<file path="config.mk">
export PLATFORM = sky130hd
export DESIGN_NAME = threshold_blob_centroid_radius_core
export DESIGN_NICKNAME = d
export VERILOG_FILES = /design/src/rtl/core/tbcr_pkg.sv /design/src/rtl/core/threshold_blob_centroid_radius_core.sv /design/src/rtl/core/tbcr_accum.sv /design/src/rtl/core/tbcr_div.sv
export SDC_FILE = /design/constraint.sdc
export NUM_CORES = 1
export LEC_CHECK = 0
export BUFFER_PORTS_ARGS = -buffer_cell sky130_fd_sc_hd__buf_4
export CORE_MARGIN = 8
export CORE_UTILIZATION = 35
export CTS_CLUSTER_SIZE = 30
export DETAILED_ROUTE_END_ITERATION = 10
export PLACE_DENSITY = 0.57
export SLEW_MARGIN = 10
export SYNTH_ARGS = -nofsm -noshare
export SYNTH_HDL_FRONTEND = slang
export SYNTH_HIERARCHICAL = 1
export SYNTH_SLANG_ARGS = --single-unit
</file>
<file path="constraint.sdc">
create_clock -name i_clk -period 4.3 [get_ports i_clk]
set_input_delay 0.86 -clock i_clk [delete_from_list [all_inputs] [get_ports i_clk]]
set_output_delay 0.86 -clock i_clk [all_outputs]
set_load 0.005 [all_outputs]
</file>
<file path="src/rtl/core/tbcr_pkg.sv">
// shared constants, types and helpers for the threshold blob centroid core
package tbcr_pkg;

    localparam int MAX_WIDTH  = 1024;
    localparam int MAX_HEIGHT = 1024;

    localparam int XW    = $clog2(MAX_WIDTH);
    localparam int YW    = $clog2(MAX_HEIGHT);
    localparam int EWW   = $clog2(MAX_WIDTH + 1);
    localparam int EHW   = $clog2(MAX_HEIGHT + 1);
    localparam int PW    = (XW > YW) ? XW : YW;
    localparam int CNT_W = $clog2(MAX_WIDTH * MAX_HEIGHT + 1);
    localparam int SUM_W = CNT_W + PW;
    localparam int DCW   = $clog2(SUM_W);

    localparam int PIXEL_W    = 8;
    localparam int THRESH_W   = 9;
    localparam int SIZE_W     = 11;
    localparam int CFG_DATA_W = 11;
    localparam int CFG_IDX_W  = 2;
    localparam int CENTER_W   = 10;
    localparam int RADIUS_W   = 9;
    localparam int TOTAL_W    = 21;

    localparam logic [CFG_IDX_W-1:0] REG_THRESHOLD    = 2'd0;
    localparam logic [CFG_IDX_W-1:0] REG_FRAME_WIDTH  = 2'd1;
    localparam logic [CFG_IDX_W-1:0] REG_FRAME_HEIGHT = 2'd2;

    localparam logic [THRESH_W-1:0] THRESH_RESET = 9'd128;
    localparam logic [SIZE_W-1:0]   SIZE_RESET   = 11'd1024;

    typedef enum logic [2:0] {
        S_ACC,
        S_XGO,
        S_XRUN,
        S_YGO,
        S_YRUN,
        S_EMIT
    } t_state;

    typedef struct packed {
        logic clear;
        logic pixel_en;
        logic white;
    } t_acc_ctl;

    typedef struct packed {
        logic [SUM_W-1:0] col_sum;
        logic [SUM_W-1:0] row_sum;
        logic [CNT_W-1:0] count;
        logic [EWW-1:0]   left;
        logic [XW-1:0]    right;
        logic [EHW-1:0]   top;
        logic [YW-1:0]    bottom;
    } t_stats;

    function automatic logic [EWW-1:0] eff_width(input logic [SIZE_W-1:0] v);
        logic [EWW-1:0] res;
        if (v == '0) begin
            res = EWW'(1);
        end else if (32'(v) > 32'(MAX_WIDTH)) begin
            res = EWW'(MAX_WIDTH);
        end else begin
            res = EWW'(v);
        end
        return res;
    endfunction

    function automatic logic [EHW-1:0] eff_height(input logic [SIZE_W-1:0] v);
        logic [EHW-1:0] res;
        if (v == '0) begin
            res = EHW'(1);
        end else if (32'(v) > 32'(MAX_HEIGHT)) begin
            res = EHW'(MAX_HEIGHT);
        end else begin
            res = EHW'(v);
        end
        return res;
    endfunction

endpackage

</file>
<file path="src/rtl/core/threshold_blob_centroid_radius_core.sv">
// top level: frame sequencer, configuration registers and result register
// Takes one 8-bit pixel per cycle in raster order while a frame is in progress.
// After the last pixel of a frame the input is not ready while one shared serial
// divider forms the mean column and then the mean row, one quotient bit per cycle;
// a frame with no white pixel skips the divider. The result then moves into the output
// register; if the previous result there has not been taken yet, the input stays
// stalled until it is. A write of frame width or height restarts the frame.
module threshold_blob_centroid_radius_core (
    input  logic                               i_clk,
    input  logic                               i_rst_n,
    input  logic                               i_cfg_we,
    input  logic [tbcr_pkg::CFG_IDX_W-1:0]     i_cfg_index,
    input  logic [tbcr_pkg::CFG_DATA_W-1:0]    i_cfg_data,
    input  logic                               i_in_valid,
    output logic                               o_in_ready,
    input  logic [tbcr_pkg::PIXEL_W-1:0]       i_pixel,
    output logic                               o_out_valid,
    input  logic                               i_out_ready,
    output logic [tbcr_pkg::CENTER_W-1:0]      o_center_x,
    output logic [tbcr_pkg::CENTER_W-1:0]      o_center_y,
    output logic [tbcr_pkg::RADIUS_W-1:0]      o_radius,
    output logic [tbcr_pkg::TOTAL_W-1:0]       o_white_total,
    output logic                               o_no_white
);
    import tbcr_pkg::*;

    t_state              r_state, n_state;
    logic [THRESH_W-1:0] r_threshold;
    logic [SIZE_W-1:0]   r_width;
    logic [SIZE_W-1:0]   r_height;
    logic [EWW-1:0]      width_eff;
    logic [EHW-1:0]      height_eff;

    t_acc_ctl            acc_ctl;
    t_stats              stats;
    logic                last_pixel;
    logic                accept;
    logic                size_write;

    logic                div_start;
    logic [SUM_W-1:0]    div_dividend;
    logic                div_done;
    logic [SUM_W-1:0]    div_quot;

    logic [CENTER_W-1:0] r_qx, n_qx;
    logic                emit;
    logic                empty;
    logic [EWW-1:0]      dx;
    logic [EHW-1:0]      dy;
    logic [PW:0]         half_sum;

    logic                r_out_valid;
    logic [CENTER_W-1:0] r_center_x;
    logic [CENTER_W-1:0] r_center_y;
    logic [RADIUS_W-1:0] r_radius;
    logic [TOTAL_W-1:0]  r_white_total;
    logic                r_no_white;

    assign width_eff  = eff_width(r_width);
    assign height_eff = eff_height(r_height);

    assign o_in_ready = (r_state == S_ACC);
    assign accept     = i_in_valid && o_in_ready;
    assign size_write = i_cfg_we &&
                        ((i_cfg_index == REG_FRAME_WIDTH) || (i_cfg_index == REG_FRAME_HEIGHT));

    assign acc_ctl.clear    = emit || size_write;
    assign acc_ctl.pixel_en = accept;
    assign acc_ctl.white    = {1'b0, i_pixel} >= r_threshold;

    tbcr_accum u_accum (
        .i_clk    (i_clk),
        .i_rst_n  (i_rst_n),
        .i_ctl    (acc_ctl),
        .i_width  (width_eff),
        .i_height (height_eff),
        .o_last   (last_pixel),
        .o_stats  (stats)
    );

    tbcr_div u_div (
        .i_clk      (i_clk),
        .i_rst_n    (i_rst_n),
        .i_start    (div_start),
        .i_dividend (div_dividend),
        .i_divisor  (stats.count),
        .o_done     (div_done),
        .o_quot     (div_quot)
    );

    assign empty    = (stats.count == '0);
    assign dx       = (EWW'(stats.right) >= stats.left) ? EWW'(stats.right) - stats.left : '0;
    assign dy       = (EHW'(stats.bottom) >= stats.top) ? EHW'(stats.bottom) - stats.top : '0;
    assign half_sum = (PW + 1)'(dx >> 1) + (PW + 1)'(dy >> 1);

    always_comb begin
        n_state      = r_state;
        n_qx         = r_qx;
        div_start    = 1'b0;
        div_dividend = stats.col_sum;
        emit         = 1'b0;
        unique case (r_state)
            S_ACC: begin
                if (accept && last_pixel && !size_write) begin
                    n_state = S_XGO;
                end
            end
            S_XGO: begin
                if (empty) begin
                    n_state = S_EMIT;
                end else begin
                    div_start = 1'b1;
                    n_state   = S_XRUN;
                end
            end
            S_XRUN: begin
                if (div_done) begin
                    n_qx    = CENTER_W'(div_quot);
                    n_state = S_YGO;
                end
            end
            S_YGO: begin
                div_start    = 1'b1;
                div_dividend = stats.row_sum;
                n_state      = S_YRUN;
            end
            S_YRUN: begin
                if (div_done) begin
                    n_state = S_EMIT;
                end
            end
            S_EMIT: begin
                if (!r_out_valid || i_out_ready) begin
                    emit    = 1'b1;
                    n_state = S_ACC;
                end
            end
            default: begin
                n_state = S_ACC;
            end
        endcase
    end

    always_ff @(posedge i_clk) begin
        if (!i_rst_n) begin
            r_state     <= S_ACC;
            r_out_valid <= 1'b0;
            r_threshold <= THRESH_RESET;
            r_width     <= SIZE_RESET;
            r_height    <= SIZE_RESET;
        end else begin
            r_state <= n_state;
            if (emit) begin
                r_out_valid <= 1'b1;
            end else if (i_out_ready) begin
                r_out_valid <= 1'b0;
            end
            if (i_cfg_we) begin
                unique case (i_cfg_index)
                    REG_THRESHOLD:    r_threshold <= i_cfg_data[THRESH_W-1:0];
                    REG_FRAME_WIDTH:  r_width     <= i_cfg_data[SIZE_W-1:0];
                    REG_FRAME_HEIGHT: r_height    <= i_cfg_data[SIZE_W-1:0];
                    default: begin
                    end
                endcase
            end
        end
    end

    always_ff @(posedge i_clk) begin
        r_qx <= n_qx;
        if (emit) begin
            r_no_white    <= empty;
            r_center_x    <= empty ? '0 : r_qx;
            r_center_y    <= empty ? '0 : CENTER_W'(div_quot);
            r_radius      <= empty ? '0 : RADIUS_W'(half_sum >> 1);
            r_white_total <= TOTAL_W'(stats.count);
        end
    end

    assign o_out_valid   = r_out_valid;
    assign o_center_x    = r_center_x;
    assign o_center_y    = r_center_y;
    assign o_radius      = r_radius;
    assign o_white_total = r_white_total;
    assign o_no_white    = r_no_white;

endmodule

</file>
<file path="src/rtl/core/tbcr_accum.sv">
// raster position counters, coordinate sums, white count and bounding box
module tbcr_accum (
    input  logic                    i_clk,
    input  logic                    i_rst_n,
    input  tbcr_pkg::t_acc_ctl      i_ctl,
    input  logic [tbcr_pkg::EWW-1:0] i_width,
    input  logic [tbcr_pkg::EHW-1:0] i_height,
    output logic                    o_last,
    output tbcr_pkg::t_stats        o_stats
);
    import tbcr_pkg::*;

    logic [XW-1:0] r_col, n_col;
    logic [YW-1:0] r_row, n_row;
    t_stats        r_st, n_st;
    logic          col_end;
    logic          row_end;

    assign col_end = (EWW'(r_col) + EWW'(1)) == i_width;
    assign row_end = (EHW'(r_row) + EHW'(1)) == i_height;
    assign o_last  = col_end && row_end;
    assign o_stats = r_st;

    always_comb begin
        n_col = r_col;
        n_row = r_row;
        n_st  = r_st;
        if (i_ctl.clear) begin
            n_col          = '0;
            n_row          = '0;
            n_st.col_sum   = '0;
            n_st.row_sum   = '0;
            n_st.count     = '0;
            n_st.left      = EWW'(MAX_WIDTH);
            n_st.right     = '0;
            n_st.top       = EHW'(MAX_HEIGHT);
            n_st.bottom    = '0;
        end else if (i_ctl.pixel_en) begin
            if (i_ctl.white) begin
                n_st.col_sum = r_st.col_sum + SUM_W'(r_col);
                n_st.row_sum = r_st.row_sum + SUM_W'(r_row);
                n_st.count   = r_st.count + CNT_W'(1);
                if (EWW'(r_col) < r_st.left) begin
                    n_st.left = EWW'(r_col);
                end
                if (r_col > r_st.right) begin
                    n_st.right = r_col;
                end
                if (EHW'(r_row) < r_st.top) begin
                    n_st.top = EHW'(r_row);
                end
                if (r_row > r_st.bottom) begin
                    n_st.bottom = r_row;
                end
            end
            if (col_end) begin
                n_col = '0;
                n_row = row_end ? '0 : r_row + YW'(1);
            end else begin
                n_col = r_col + XW'(1);
            end
        end
    end

    always_ff @(posedge i_clk) begin
        if (!i_rst_n) begin
            r_col        <= '0;
            r_row        <= '0;
            r_st.col_sum <= '0;
            r_st.row_sum <= '0;
            r_st.count   <= '0;
            r_st.left    <= EWW'(MAX_WIDTH);
            r_st.right   <= '0;
            r_st.top     <= EHW'(MAX_HEIGHT);
            r_st.bottom  <= '0;
        end else begin
            r_col <= n_col;
            r_row <= n_row;
            r_st  <= n_st;
        end
    end

endmodule

</file>
<file path="src/rtl/core/tbcr_div.sv">
// shared restoring divider, one quotient bit per cycle
module tbcr_div (
    input  logic                      i_clk,
    input  logic                      i_rst_n,
    input  logic                      i_start,
    input  logic [tbcr_pkg::SUM_W-1:0] i_dividend,
    input  logic [tbcr_pkg::CNT_W-1:0] i_divisor,
    output logic                      o_done,
    output logic [tbcr_pkg::SUM_W-1:0] o_quot
);
    import tbcr_pkg::*;

    logic [CNT_W-1:0] r_rem, n_rem;
    logic [SUM_W-1:0] r_quo, n_quo;
    logic [CNT_W-1:0] r_dvs, n_dvs;
    logic [DCW-1:0]   r_cnt, n_cnt;
    logic             r_busy, n_busy;
    logic             r_done, n_done;
    logic [CNT_W:0]   shifted;
    logic             ge;

    assign shifted = {r_rem, r_quo[SUM_W-1]};
    assign ge      = shifted >= {1'b0, r_dvs};
    assign o_done  = r_done;
    assign o_quot  = r_quo;

    always_comb begin
        n_rem  = r_rem;
        n_quo  = r_quo;
        n_dvs  = r_dvs;
        n_cnt  = r_cnt;
        n_busy = r_busy;
        n_done = 1'b0;
        if (i_start) begin
            n_rem  = '0;
            n_quo  = i_dividend;
            n_dvs  = i_divisor;
            n_cnt  = '0;
            n_busy = 1'b1;
        end else if (r_busy) begin
            n_rem = ge ? CNT_W'(shifted - {1'b0, r_dvs}) : CNT_W'(shifted);
            n_quo = {r_quo[SUM_W-2:0], ge};
            n_cnt = r_cnt + DCW'(1);
            if (r_cnt == DCW'(SUM_W - 1)) begin
                n_busy = 1'b0;
                n_done = 1'b1;
            end
        end
    end

    always_ff @(posedge i_clk) begin
        if (!i_rst_n) begin
            r_busy <= 1'b0;
            r_done <= 1'b0;
        end else begin
            r_busy <= n_busy;
            r_done <= n_done;
        end
    end

    always_ff @(posedge i_clk) begin
        r_rem <= n_rem;
        r_quo <= n_quo;
        r_dvs <= n_dvs;
        r_cnt <= n_cnt;
    end

endmodule

</file>
Yosys cells after proc, flatten, opt, wreduce, memory -nomap -nowiden
Index checks and enable logic that the tools add are counted.
Storage, ports and cells
  input port bits: 26
  register bits: 321
  memories kept: 0
  bits in read-only memories: 0
  memory bits (writable): 0
  bits in latches: 0
Cells by class
  shift operators: 0
  multiply operators: 0
  bitwise gates (word level): 2
  $add $sub $neg: 12
  eq/ne operators: 14
  divide/modulo/power cells: 0
  mux-type cells: 28
  magnitude comparators: 10
  reductions and logical operators: 30
Operator list (count)
  $mux W31: 3
  $mux W11: 6
  $add A31 B10 Y31: 2
  $add A10 B1 Y11 const B: 2
  $eq A11 B11 Y1: 2
  $ge A10 B11 Y1: 2
  $ge A22 B21 Y1: 1
  $gt A11 B11 Y1 const B: 2
  $logic_not A11 Y1: 2
  $lt A10 B11 Y1: 2
  $sub A10 B11 Y11: 2
  $add A21 B1 Y21 const B: 1
  $logic_not A21 Y1: 1
  $mux W21: 1
  $sub A21 B21 Y21: 1
  $add A10 B1 Y10 const B: 2
  $gt A10 B10 Y1: 2
  $mux W10: 2
  $pmux W3 S6: 1
  $mux W3: 5
  $reduce_and A2 Y1: 6
  $reduce_and A3 Y1: 4
  $add A10 B10 Y10: 1
  $ge A8 B9 Y1: 1
  21 further kinds: 42

Logic depth before layout (Yosys ltp)
  depth in word-level cells: 9
  depth in mapped cells: 17
  gate-level depth less buffers: 17

Hierarchy
The synthesis kept the hierarchy.
By module, submodules not included
  tbcr_accum: cells each 1011, area an instance 8460.6 um^2, instances 1
  threshold_blob_centroid_radius_core: cells each 582, area an instance 5750.5 um^2, instances 1
  tbcr_div: cells each 390, area an instance 4226.6 um^2, instances 1

Worst setup path after synthesis
Ideal clock, no wire load.
  path kind: register to register
  from: register u_accum.r_st, in the netlist u_accum/o_stats[45]
  to: register u_div.r_quo[0], in the netlist u_div/o_quot[0], enable pin
  setup slack: 0.533 ns
  buffers on the path: 2
  cell stages (with the launch flop): 9
  arrival time: 3.381 ns
  cell sequence: dfxtp_1 nor4_1 nand2_1 nor4_1 nor3_1 clkbuf_1 nor2_1 clkbuf_1 inv_1
On the way
  word-level cells in the longest chain between the ends: 4
RTL lines
  start: declaration: RTL line tbcr_accum.sv:15  | t_stats r_st, n_st;
  start signal: assignment: RTL line tbcr_accum.sv:79  | r_st <= n_st;
  $logic_not A21 Y1: RTL line threshold_blob_centroid_radius_core.sv:91  | assign empty = (stats.count == '0);
  $mux W1: RTL line threshold_blob_centroid_radius_core.sv:109  | if (empty) begin
  $pmux W1 S2: RTL line threshold_blob_centroid_radius_core.sv:102  | unique case (r_state)
  net div_start: RTL line threshold_blob_centroid_radius_core.sv:40  | logic div_start;
  $reduce_bool A2 Y1 (no source line)
  end signal: assignment: RTL line tbcr_div.sv:63  | r_quo <= n_quo;
  end: declaration: RTL line tbcr_div.sv:14  | logic [SUM_W-1:0] r_quo, n_quo;
The timed path passes the listed nets, and every way through them passes these cells.
A chain may end at the register's enable or synchronous reset.

Final worst setup path
  from: register u_accum.r_st, in the netlist u_accum/o_stats[21]
  to: register r_radius[7], in the netlist o_radius[7] (data pin)
On the way
  word-level cells in the longest chain between the ends: 3
RTL lines
  $sub A10 B11 Y11 or $ge A10 B11 Y1 (tied branches): RTL line threshold_blob_centroid_radius_core.sv:92  | assign dx = (EWW'(stats.right) >= stats.left) ? EWW'(stats.right) - stats.left : '0;
  $mux W11 *: RTL line threshold_blob_centroid_radius_core.sv:92
  $add A10 B10 Y10 *: RTL line threshold_blob_centroid_radius_core.sv:94  | assign half_sum = (PW + 1)'(dx >> 1) + (PW + 1)'(dy >> 1);
  end signal: assignment: RTL line threshold_blob_centroid_radius_core.sv:176  | r_radius <= empty ? '0 : RADIUS_W'(half_sum >> 1);
  end: declaration: RTL line threshold_blob_centroid_radius_core.sv:55  | logic [RADIUS_W-1:0] r_radius;
Mark *: on every way between the ends. The rest lies on a longest branch, timed or not.

==> metrics.md <==
| Metric | Value |
|---|---|
| Outcome | complete, no violations |
| PD cells | 337 mW/mm^2 |
| Reg-to-reg slack, setup | 0.55 ns |
| Number of port buffers | 78 |
| Delay-heaviest family, CP | compound AO/OA/AOI/OAI gates |
| Io pins | 79 |
| Core ar. | 0.0523 mm^2 |
| CTS tree | done |
| CTS buffer count | 38 |
| Final Skew | 0.0170 ns |
| Static Leakage | ~0.0081 uW |
| Period minus WS final | between 3 and 4 ns |
| Clock sink count | 321 |
| Worst Hold Endpoint | r_threshold[2]$_SDFFE_PN0P_ |
| Worst slew margin | 21.0% |
| Pin count of the biggest net entering global routing | between 70 and 80 |
| Crit path launch type | flop |
| Area grow syn2layout | 14.8% |
| Number of max-cap violations | 0 |
| CTS resizes | 0 |
| # fillers | a little over 5,000 |
| Number of global-route vias before repair | between 10,000 and 15,000 |
| Crit path arrival time | 4.01 ns |
| Final Cell Area | about 0.021 mm^2 |
| Synth warnings | 6 |
| Hold Crit Class | reg2reg |
| RR Startpoint | u_accum/o_stats[21]$_SDFFE_PP0P_ |
| Class of the most critical setup path | reg2reg |
| Kind of end point of the critical path | flop |
| Layout cells sized above 1 | between 10% and 20% |
| Hold buffer count at cts | 0 |
| Fin. max-slew vios | 0 |
| Commonest non-fill, non-tap cells in the layout | 208 x dfxtp_1, 191 x nand2_1, 184 x nor2_1 |
| Worst slew pin tran | about 1.2 ns |
| WL final | about 46,000 um |
| Final ANT Viol Nets | 0 |
| Synth unique cells | 96 |
| Global-route wire length before repair | between 70,000 and 80,000 um |
| Max VDD drop | 0.000245 V |
| Final RePlAce weighted congestion | approximately 0.86 |
| Post-synthesis sequential area ratio | between 40% and 50% |
| Via count | 14,386 |
| GRT Residual Overflow | 0 |
| Synth Register Bits | 321 |
| Initial core utilization | 35.2% |
| HP Start | r_threshold[2]$_SDFFE_PN0P_ |
| Crit share post-route | 87.2% |
| Mapped Avg Cell Area | 9.30 um^2 |
| Post-CTS Setup Bufs | 0 |
| EDFF count, synth | about 110 |
| DRC Markers | 0 |
| RSZ-0062 raised after global routing | false |
| Crit Path Max Fanout | 8 |
| Die ar. | around 0.060 mm^2 |
| Area after DPL | 0.0199 mm^2 |
| Syn Inst Count | 1,983 |
| Commonest non-fill, non-tap cell in the layout | dfxtp_1 |
| Slowest CP cell | fa_1 |
| Site Rows | 84 |
| # nets final | 2,202 |
| Die X-Extent | 246 um |
| Antenna cells | 0 |
| Ys flop type | dfxtp_1 |
| Finish-stage setup viols | 0 |
| Depth of the CTS H-tree | 2 |
| Async set-or-reset flop fraction in the synthesized netlist | 0% |
| CP cell instances | inv_1 > ha_1 > nand2b_1 > a211oi_1 > o21bai_2 > o31ai_4 > nor2_1 > fa_1 > a21o_1 > a21oi_1 > o21bai_1 > a21oi_1 > o21ai_0 > xnor2_1 > nor2_1 |
| Sum Neg Setup Slack | 0 ns |
| GRT Overall Usage | 15.2% |
| Vias/cell | 5.20 |
| Dpl ws | 0.383 ns |
| Iter 0 DRT Violations | 750 |
| DRT Pass-1 Iters | 5 |
| Clock Root Buffer | clkbuf_16 |
| Buffer depth of the longest clock path | 3 |
| Initial antenna violation count | 0 |
| Final WS setup | 0.551 ns |
| R2r worst-path depth | 15 |
| Clock transition at path regs | 0.06 ns |
| DIE HEIGHT | approximately 250 um |
| Reg2reg end | o_radius[7]$_SDFFCE_PP0P_ |
| Hold path cells | 2 |
| Final hold violation count | 0 |
| Average routed wire per standard cell | 16.8 um |
| Required @ worst endpoint | 4.57 ns |
| Syn Nets | ~2,100 |
| CP peak stage delay | 0.48 ns |
| Worst Path Buf+Inv | 1 |
| Mapped cell area | approximately 0.018 mm^2 |
| Hpwl dp | 33,800 um |
| Clock Latency Late Sink | between 0.5 and 0.6 ns |
| Fmax achieved | approximately 270 MHz |
[cell usage after synthesis, types with 9 or more instances]
library cell / n / share of area (%)
ha_1: 123 / 8.3
mux2i_1: 28 / 1.5
o211ai_1: 9 / 0.37
nand3_1: 79 / 2.1
o21a_1: 12 / 0.49
dfxtp_1: 208 / 23
nand2_1: 191 / 3.9
mux2_2: 63 / 3.8
nor2_1: 185 / 3.8
a32oi_1: 10 / 0.48
nand2b_1: 21 / 0.71
a21o_1: 18 / 0.73
inv_1: 131 / 2.7
and3_1: 32 / 1.1
o31ai_1: 18 / 0.73
nand4_1: 23 / 0.78
a21boi_0: 32 / 1.3
a211oi_1: 18 / 0.73
xnor2_1: 77 / 3.7
nor2b_1: 52 / 1.8
nor3_1: 40 / 1.1
o21ai_0: 69 / 1.9
a21oi_1: 94 / 2.6
nor4_1: 15 / 0.51
buf_1: 12 / 0.24
or3_1: 15 / 0.51
clkbuf_1: 58 / 1.2
buf_2: 17 / 0.46
xor2_1: 55 / 2.6
edfxtp_1: 113 / 18
and2_1: 11 / 0.37
[layer usage]
metal / global-route usage [%] / vias up / share of wire (%)
li1: - / 7154 / -
met1: 19.4 / 6866 / 47
met2: 25.1 / 279 / 46
met3: 2.86 / 87 / 4.4
met4: 5.85 / 0 / 3.2
met5: 0 / - / 0
[cell families (layout without fill, tap and decap cells)]
kind of cell	Yosys count	count (layout)	synth area share, %
AOI/OAI and AO/OA	367	367	14.0
xor gates and xnor gates	132	132	6.27
adders and majority gates	129	129	9.00
buffers and inverters	223	316	4.82
DFF	321	321	41.0
muxes	93	93	5.51
and+or+nand+nor	718	718	19.4
[flip-flops by register name (all words and copies together) (netlist names)]
name,count
o_white_total,21
r_state,3
u_accum/r_col,10
r_qx,10
u_accum/r_row,10
u_div/o_quot,31
r_width,11
r_threshold,9
o_center_y,10
u_div/r_dvs,21
u_div/r_rem,21
u_div/r_cnt,5
o_center_x,10
o_radius,9
r_height,11
o_out_valid,1
u_div/r_busy,1
u_accum/o_stats,125
o_no_white,1
u_div/o_done,1
[area by class of cell]
| cell class | count | area, um^2 | share of cell area [%] |
|---|---|---|---|
| clock buffers | 50 | 1090 | 5.14 |
| clock inverters | 19 | 225 | 1.06 |
| inverters | 131 | 492 | 2.32 |
| multi-input cells | 1439 | 10000 | 47.5 |
| flip-flops and latches | 321 | 7560 | 35.7 |
| well taps | 688 | 861 | 4.07 |
| repair buffers | 116 | 896 | 4.23 |
[worst register-to-register path, delay by kind of cell (launching register included)]
kind / cells / cell delay [ns]
AO/OA/AOI/OAI: 8 / 1.73
adder cells (fa/ha/maj): 2 / 0.75
flip-flops: 1 / 0.37
XOR/XNOR: 1 / 0.18
AND/OR/NAND/NOR: 3 / 0.37
buffers and inverters: 1 / 0.06
[per-stage QoR]
stage	instances	util, %	hold WS [ns]	power (uW)
after floorplan	1983	-	0.437	3680
after global placement	2695	37.9	0.455	3840
after detailed placement	2695	37.9	0.460	3850
after CTS	2764	40.4	0.468	7240
after global routing	2764	40.4	0.497	7430
final	2764	40.4	0.466	7140
[how the worst max path moves through the flow]
stage                                            end                             start  cells after the start  slack (ns)
finish                     o_radius[7]$_SDFFCE_PP0P_  u_accum/o_stats[21]$_SDFFE_PP0P_                     15        0.55
global route               o_radius[7]$_SDFFCE_PP0P_  u_accum/o_stats[21]$_SDFFE_PP0P_                     15        0.25
global placement    u_accum/o_stats[93]$_SDFFE_PP0P_                        i_pixel[0]                     17        0.40
CTS                        o_radius[7]$_SDFFCE_PP0P_  u_accum/o_stats[21]$_SDFFE_PP0P_                     15        0.49
floorplan                  u_div/o_quot[0]$_DFFE_PP_  u_accum/o_stats[45]$_SDFFE_PP0P_                      8        0.53
detailed placement  u_accum/o_stats[93]$_SDFFE_PP0P_                        i_pixel[0]                     17        0.38
[report_power, final]
part | switching [uW] | internal [uW] | total [uW]
logic | 351 | 228 | 580
clock network | 1320 | 2030 | 3360
registers | 40.3 | 3160 | 3200
Note: power is estimated with default switching activity, not from simulation.
